$ cat config.mk
export PLATFORM = sky130hd
export DESIGN_NAME = bffa_ctrl
export DESIGN_NICKNAME = d
export VERILOG_FILES = /design/src/rtl/bffa_pkg.sv /design/src/rtl/bffa_ctrl.sv
export SDC_FILE = /design/constraint.sdc
export NUM_CORES = 1
export LEC_CHECK = 0
export BUFFER_PORTS_ARGS = -buffer_cell sky130_fd_sc_hd__buf_2
export CORE_MARGIN = 1.5
export CORE_UTILIZATION = 39
export DETAILED_ROUTE_END_ITERATION = 10
export HOLD_SLACK_MARGIN = 0.05
export PLACE_DENSITY = 0.78
export SKIP_LAST_GASP = 1
export SLEW_MARGIN = 20
export SYNTH_ARGS = -nofsm -noshare
export SYNTH_HDL_FRONTEND = slang
export SYNTH_SLANG_ARGS = --single-unit
$ cat constraint.sdc
create_clock -name clk_i -period 1.55 [get_ports clk_i]
set_input_delay 0.31 -clock clk_i [delete_from_list [all_inputs] [get_ports clk_i]]
set_output_delay 0.31 -clock clk_i [all_outputs]
set_load 0.005 [all_outputs]
$ cat src/rtl/bffa_pkg.sv
package bffa_pkg;

  localparam int unsigned HeapBytes = 4096;
  localparam int unsigned WordBits  = 16;
  localparam int unsigned Words     = HeapBytes / WordBits;
  localparam int unsigned IdxW      = $clog2(HeapBytes);
  localparam int unsigned BitW      = $clog2(WordBits);
  localparam int unsigned PtrW      = IdxW - BitW;
  localparam int unsigned RunW      = IdxW + 1;
  localparam int unsigned StackW    = 16;
  localparam int unsigned AddrW     = 17;
  localparam int unsigned SizeW     = 13;
  localparam int unsigned StatW     = 3;

  typedef enum logic {
    OP_ALLOC = 1'b0,
    OP_FREE  = 1'b1
  } op_e;

  typedef enum logic [StatW-1:0] {
    ST_OK          = 3'd0,
    ST_OVERFLOW    = 3'd1,
    ST_FRAGMENTED  = 3'd2,
    ST_ACCESS      = 3'd3,
    ST_DOUBLE_FREE = 3'd4
  } status_e;

  typedef enum logic [1:0] {
    RD_NEXT,
    RD_ZERO,
    RD_RANGE
  } rd_sel_e;

  typedef enum logic [3:0] {
    S_IDLE,
    S_CHECK,
    S_SRCH_PRIME,
    S_SEARCH,
    S_MARK_INIT,
    S_MARK_PRIME,
    S_MARK,
    S_CLR_PRIME,
    S_CLEAR,
    S_DONE
  } state_e;

  typedef struct packed {
    logic    load_item;
    logic    rd_en;
    rd_sel_e rd_sel;
    logic    run_clr;
    logic    srch_step;
    logic    set_rng_alloc;
    logic    set_rng_free;
    logic    wr_mark;
    logic    wr_clear;
    logic    set_stat;
    status_e stat;
    logic    stat_addr;
    logic    load_out;
  } dp_cmd_t;

  typedef struct packed {
    logic is_free;
    logic size_zero;
    logic range_err;
    logic hit;
    logic srch_last;
    logic run_last;
    logic dbl;
  } dp_stat_t;

endpackage

$ cat src/rtl/bffa_ctrl.sv
module bffa_ctrl (
  input  logic               clk_i,
  input  logic               rst_ni,
  input  logic               req_valid_i,
  output logic               req_ready_o,
  output logic               rsp_valid_o,
  input  logic               rsp_ready_i,
  input  bffa_pkg::dp_stat_t stat_i,
  output bffa_pkg::dp_cmd_t  cmd_o
);

  bffa_pkg::state_e state_q, state_d;
  logic             out_valid_q;

  always_ff @(posedge clk_i or negedge rst_ni) begin
    if (!rst_ni) begin
      state_q     <= bffa_pkg::S_IDLE;
      out_valid_q <= 1'b0;
    end else begin
      state_q <= state_d;
      if (cmd_o.load_out) begin
        out_valid_q <= 1'b1;
      end else if (rsp_ready_i) begin
        out_valid_q <= 1'b0;
      end
    end
  end

  always_comb begin
    state_d = state_q;
    cmd_o   = '0;
    unique case (state_q)
      bffa_pkg::S_IDLE: begin
        if (req_valid_i) begin
          cmd_o.load_item = 1'b1;
          state_d         = bffa_pkg::S_CHECK;
        end
      end
      bffa_pkg::S_CHECK: begin
        if (!stat_i.is_free) begin
          if (stat_i.size_zero) begin
            cmd_o.set_stat = 1'b1;
            cmd_o.stat     = bffa_pkg::ST_FRAGMENTED;
            state_d        = bffa_pkg::S_DONE;
          end else begin
            cmd_o.run_clr = 1'b1;
            state_d       = bffa_pkg::S_SRCH_PRIME;
          end
        end else if (stat_i.range_err) begin
          cmd_o.set_stat = 1'b1;
          cmd_o.stat     = bffa_pkg::ST_ACCESS;
          state_d        = bffa_pkg::S_DONE;
        end else if (stat_i.size_zero) begin
          cmd_o.set_stat = 1'b1;
          cmd_o.stat     = bffa_pkg::ST_OK;
          state_d        = bffa_pkg::S_DONE;
        end else begin
          cmd_o.set_rng_free = 1'b1;
          state_d            = bffa_pkg::S_CLR_PRIME;
        end
      end
      bffa_pkg::S_SRCH_PRIME: begin
        cmd_o.rd_en  = 1'b1;
        cmd_o.rd_sel = bffa_pkg::RD_ZERO;
        state_d      = bffa_pkg::S_SEARCH;
      end
      bffa_pkg::S_SEARCH: begin
        cmd_o.rd_en     = 1'b1;
        cmd_o.rd_sel    = bffa_pkg::RD_NEXT;
        cmd_o.srch_step = 1'b1;
        if (stat_i.hit) begin
          state_d = bffa_pkg::S_MARK_INIT;
        end else if (stat_i.srch_last) begin
          cmd_o.set_stat = 1'b1;
          cmd_o.stat     = bffa_pkg::ST_OVERFLOW;
          state_d        = bffa_pkg::S_DONE;
        end
      end
      bffa_pkg::S_MARK_INIT: begin
        cmd_o.set_rng_alloc = 1'b1;
        state_d             = bffa_pkg::S_MARK_PRIME;
      end
      bffa_pkg::S_MARK_PRIME: begin
        cmd_o.rd_en  = 1'b1;
        cmd_o.rd_sel = bffa_pkg::RD_RANGE;
        state_d      = bffa_pkg::S_MARK;
      end
      bffa_pkg::S_MARK: begin
        cmd_o.rd_en   = 1'b1;
        cmd_o.rd_sel  = bffa_pkg::RD_NEXT;
        cmd_o.wr_mark = 1'b1;
        if (stat_i.run_last) begin
          cmd_o.set_stat  = 1'b1;
          cmd_o.stat      = bffa_pkg::ST_OK;
          cmd_o.stat_addr = 1'b1;
          state_d         = bffa_pkg::S_DONE;
        end
      end
      bffa_pkg::S_CLR_PRIME: begin
        cmd_o.rd_en  = 1'b1;
        cmd_o.rd_sel = bffa_pkg::RD_RANGE;
        state_d      = bffa_pkg::S_CLEAR;
      end
      bffa_pkg::S_CLEAR: begin
        cmd_o.rd_en    = 1'b1;
        cmd_o.rd_sel   = bffa_pkg::RD_NEXT;
        cmd_o.wr_clear = 1'b1;
        if (stat_i.dbl) begin
          cmd_o.set_stat = 1'b1;
          cmd_o.stat     = bffa_pkg::ST_DOUBLE_FREE;
          state_d        = bffa_pkg::S_DONE;
        end else if (stat_i.run_last) begin
          cmd_o.set_stat = 1'b1;
          cmd_o.stat     = bffa_pkg::ST_OK;
          state_d        = bffa_pkg::S_DONE;
        end
      end
      bffa_pkg::S_DONE: begin
        if (!out_valid_q || rsp_ready_i) begin
          cmd_o.load_out = 1'b1;
          state_d        = bffa_pkg::S_IDLE;
        end
      end
      default: begin
        state_d = bffa_pkg::S_IDLE;
      end
    endcase
  end

  assign req_ready_o = (state_q == bffa_pkg::S_IDLE);
  assign rsp_valid_o = out_valid_q;

  a_no_overwrite: assert property (@(posedge clk_i) disable iff (!rst_ni)
    cmd_o.load_out |-> (!out_valid_q || rsp_ready_i))
    else $error("Result register overwritten while a transaction was pending.");

  a_accept_to_check: assert property (@(posedge clk_i) disable iff (!rst_ni)
    (req_valid_i && req_ready_o) |=> (state_q == bffa_pkg::S_CHECK))
    else $error("Accepted transaction was not checked in the next cycle.");

  a_one_write_kind: assert property (@(posedge clk_i) disable iff (!rst_ni)
    !(cmd_o.wr_mark && cmd_o.wr_clear))
    else $error("Mark and clear requested in the same cycle.");

endmodule

==> impl_metrics.json <==
{
  "power_density_nw_per_um2": 1975,
  "hold_class": "in -> reg",
  "rsz0062_at_grt": "yes",
  "outcome": "complete, but fails checks",
  "synth.area.top_cells": "dfrtp_1 22%, nor2_1 8.7%, nand2b_1 7.8%",
  "chipHeight_um": 40.83,
  "path_buf_inv": 1,
  "finalCritPeriodShare_pct": 126.6,
  "finalSetupTns_ns": -3.728,
  "synth_top_family_by_area": "simple AND/OR/NAND/NOR gates",
  "postRouteAntennaNets": 0,
  "grt_pass1_vias": 715,
  "synthCells": 80,
  "gp_congestion": 0.8511,
  "via_per_inst": 6.020,
  "ioPinCount": 29,
  "dpl_cell_area_um2": 759.5,
  "switching_share_pct": 44.27,
  "ys_types": 29,
  "timing.final.hold_violations": 0,
  "worstSetupPathType": "reg -> out",
  "combPwrFrac_pct": 82.1,
  "drc": 0,
  "setup_viol": 20,
  "cts_tree": "done",
  "cts_made_buffers": 3,
  "period_needed_ns": 1.962,
  "area_growth_pct": 100.4,
  "worstPathRequired_ns": 1.24,
  "finalMaxSlewViolations": 0,
  "crit_family": "simple AND/OR/NAND/NOR gates",
  "syn_area_per_cell_um2": 6.975,
  "slew_headroom_pct": 77.13,
  "die_area_um2": 1667,
  "cp_max_fo": 6,
  "p_int_uw": 1231,
  "synth-compound-area-share_pct": 22.87,
  "grt_max_degree": 10,
  "worst_pin_slew_ns": 0.3430,
  "gr-total-overflow": 0,
  "fin_area_um2": 1119,
  "peakVddDrop_uv": 1112,
  "core.rowCount": 13,
  "critPathCaptureType": "output pin",
  "track_usage_pct": 28.78,
  "crit_chain": "or4b_4, nor4b_4, buf_2",
  "yosys_warnings": 0,
  "path_clk_slew_ns": 0.06,
  "fin_nets": 144,
  "synth-simple-area-share_pct": 45.96,
  "max_stage_delay_ns": 0.58,
  "io_buffer_count": 28,
  "synth_xor_xnor_area_share_pct": 0,
  "synth_mux_area_share_pct": 3.587,
  "cts_buffer_depth": 2,
  "maxCapViolCount": 0,
  "dpl.hpwl_mm": 1.116,
  "worstPathArrival_ns": 1.65,
  "clock_power_share_pct": 7.4,
  "initial_core_util_pct": 42.36,
  "yosysTopAreaCell": "dfrtp_1",
  "drt_iter0_drc": 50,
  "crit_slowest_cell": "or4b_4",
  "syn-num-nets": 91,
  "violations": "negative setup slack",
  "synth_fa_ha_area_share_pct": 0,
  "cellLeakagePower_uw": 0.0005566,
  "p_switching_uw": 977.8,
  "cts_max_level": 1,
  "stdcell_count": 147,
  "synth-seq-cells": 5,
  "finClkSkew_ns": 0.01438,
  "worst_setup_path_start_kind": "flop",
  "ys_seq_area_share_pct": 22.42,
  "antenna_found_initial": 0,
  "num_vias": 885,
  "wirelength_mm": 2.702,
  "power.share.sequential_pct": 10.5,
  "ctsRootBufferMaster": "clkbuf_4",
  "diodes": 0,
  "first_pass_iters": 4,
  "fmax_ghz": 0.5096,
  "n_fill_cell": 77,
  "cts_sinks": 5,
  "synth_top_area_share_pct": 22.42,
  "insertion_delay_ns": 0.26,
  "wl_per_cell_um": 18.38,
  "syn-cell-area_um2": 558.0,
  "coreArea_um2": 1318,
  "die_w_um": 40.83,
  "layout-drive-gt1-share_pct": 62.12,
  "setup_ws_ns": -0.4123,
  "grt_pass1_wl_mm": 3.084,
  "placedCellCount": 126
}
[Yosys cell counts]
master and n:
dfrtp_1 5, inv_1 1, o221ai_1 1, or4b_1 1, a2bb2oi_1 1, o21ai_0 8, a31o_2 1, nor3_1 5
o21a_1 1, nand2b_1 7, a22oi_1 1, nor2b_1 2, or4b_2 1, a211o_1 1, buf_1 1, a21oi_1 6
mux2i_1 2, and2_1 3, nor4_1 1, nor4b_4 1, nor2_1 13, buf_2 2, and3_1 1, o21bai_1 1
clkbuf_1 3, and3b_1 1, nand2_1 6, nand3_1 1, nand3b_1 2
[cell type report]
type,count,area (um2),area share [%]
timing repair buffer,54,421.7,37.70
inverter,1,3.754,0.3356
clock buffer,4,26.28,2.349
multi-input combinational,68,523.0,46.76
sequential,5,125.1,11.19
tap,15,18.77,1.678
[kinds of logic (layout without fill, tap and decap cells)]
family                 count (synthesis)  count (layout)
multiplexers                           2               2
flip-flops                             5               5
AO/OA/AOI/OAI                         21              21
AND/OR/NAND/NOR                       45              45
buffers and inverters                  7              59
[what timing repair did]
item / in CTS / in global routing
pin swaps: 9 / 9
endpoints found under the hold margin: 5 / 0
cloned: 1 / 0
buffers inserted: 14 / 4
setup endpoints to repair: 19 / 21
hold buffers: 1 / 0
gates resized for setup: 24 / 27
[power groups by stage]
stage          Clock [uW]  Combinational (uW)  Sequential, uW
2_1_floorplan           0                 631             232
3_3_place_gp            0                 968             213
3_5_place_dp            0                 982             218
4_1_cts               159                1550             224
5_1_grt               178                1910             237
6_report              164                1810             232
[stage by stage]
stage	util, %	total power (uW)	hold slack, ns	setup WS, ns
global placement	57.64	1182	0.1242	-0.2098
CTS	78.92	1929	0.3725	-0.3661
floorplan	-	863.2	0.01441	-0.06962
detailed placement	57.64	1200	0.1269	-0.2374
global route	84.90	2325	0.4228	-0.4934
finish	84.90	2209	0.3719	-0.4123
[path summary, 6_finish.rpt]
kind / end / cells after the start / from / slack [ns]
min in group asynchronous: state_q[2] / 2 / rst_ni / 0.42
hold reg to reg: rsp_valid_o / 2 / rsp_valid_o / 0.56
setup / recovery: cmd_o[8] / 3 / state_q[2] / -0.41
max in group asynchronous: state_q[3] / 2 / rst_ni / 0.98
hold / removal: rsp_valid_o / 3 / rsp_ready_i / 0.37
setup reg to reg: state_q[3] / 7 / state_q[2] / -0.08
[sequential cells by signal (all words and copies together) (netlist names)]
name / flops
state_q: 4
rsp_valid_o: 1
[cell usage in the layout (no fill, tap or decap), types with 2 or more instances in the layout]
cell,instances
buf_2,25
nand2_1,4
buf_4,12
nor2_1,10
o21ai_0,4
nand2b_4,2
a21oi_1,5
and2_1,2
nor3_2,4
nor2_2,2
buf_6,13
dfrtp_1,5
or4b_4,2
nand2b_1,5
nand2_2,2
nand3b_1,2
o21ai_2,3
clkbuf_4,3
buf_8,2
mux2i_1,2
[layer usage]
layer / vias to the layer above / part of all wire (%) / track usage [%]
met1: 408 / 39 / 32.12
met4: 0 / 4.4 / 11.67
met2: 70 / 50 / 52.34
met5: - / 0 / 0
met3: 20 / 6.7 / 5.435
li1: 387 / - / -
[worst reg2reg max path, cell delays in order, from the launching register on]
cell and delay, ns:
dfrtp_1 0.39, buf_6 0.12, buf_4 0.14, buf_4 0.13
nand2b_1 0.17, a22oi_1 0.18, o221ai_1 0.15, a31o_2 0.23
Power figures use the tool's default switching activity.
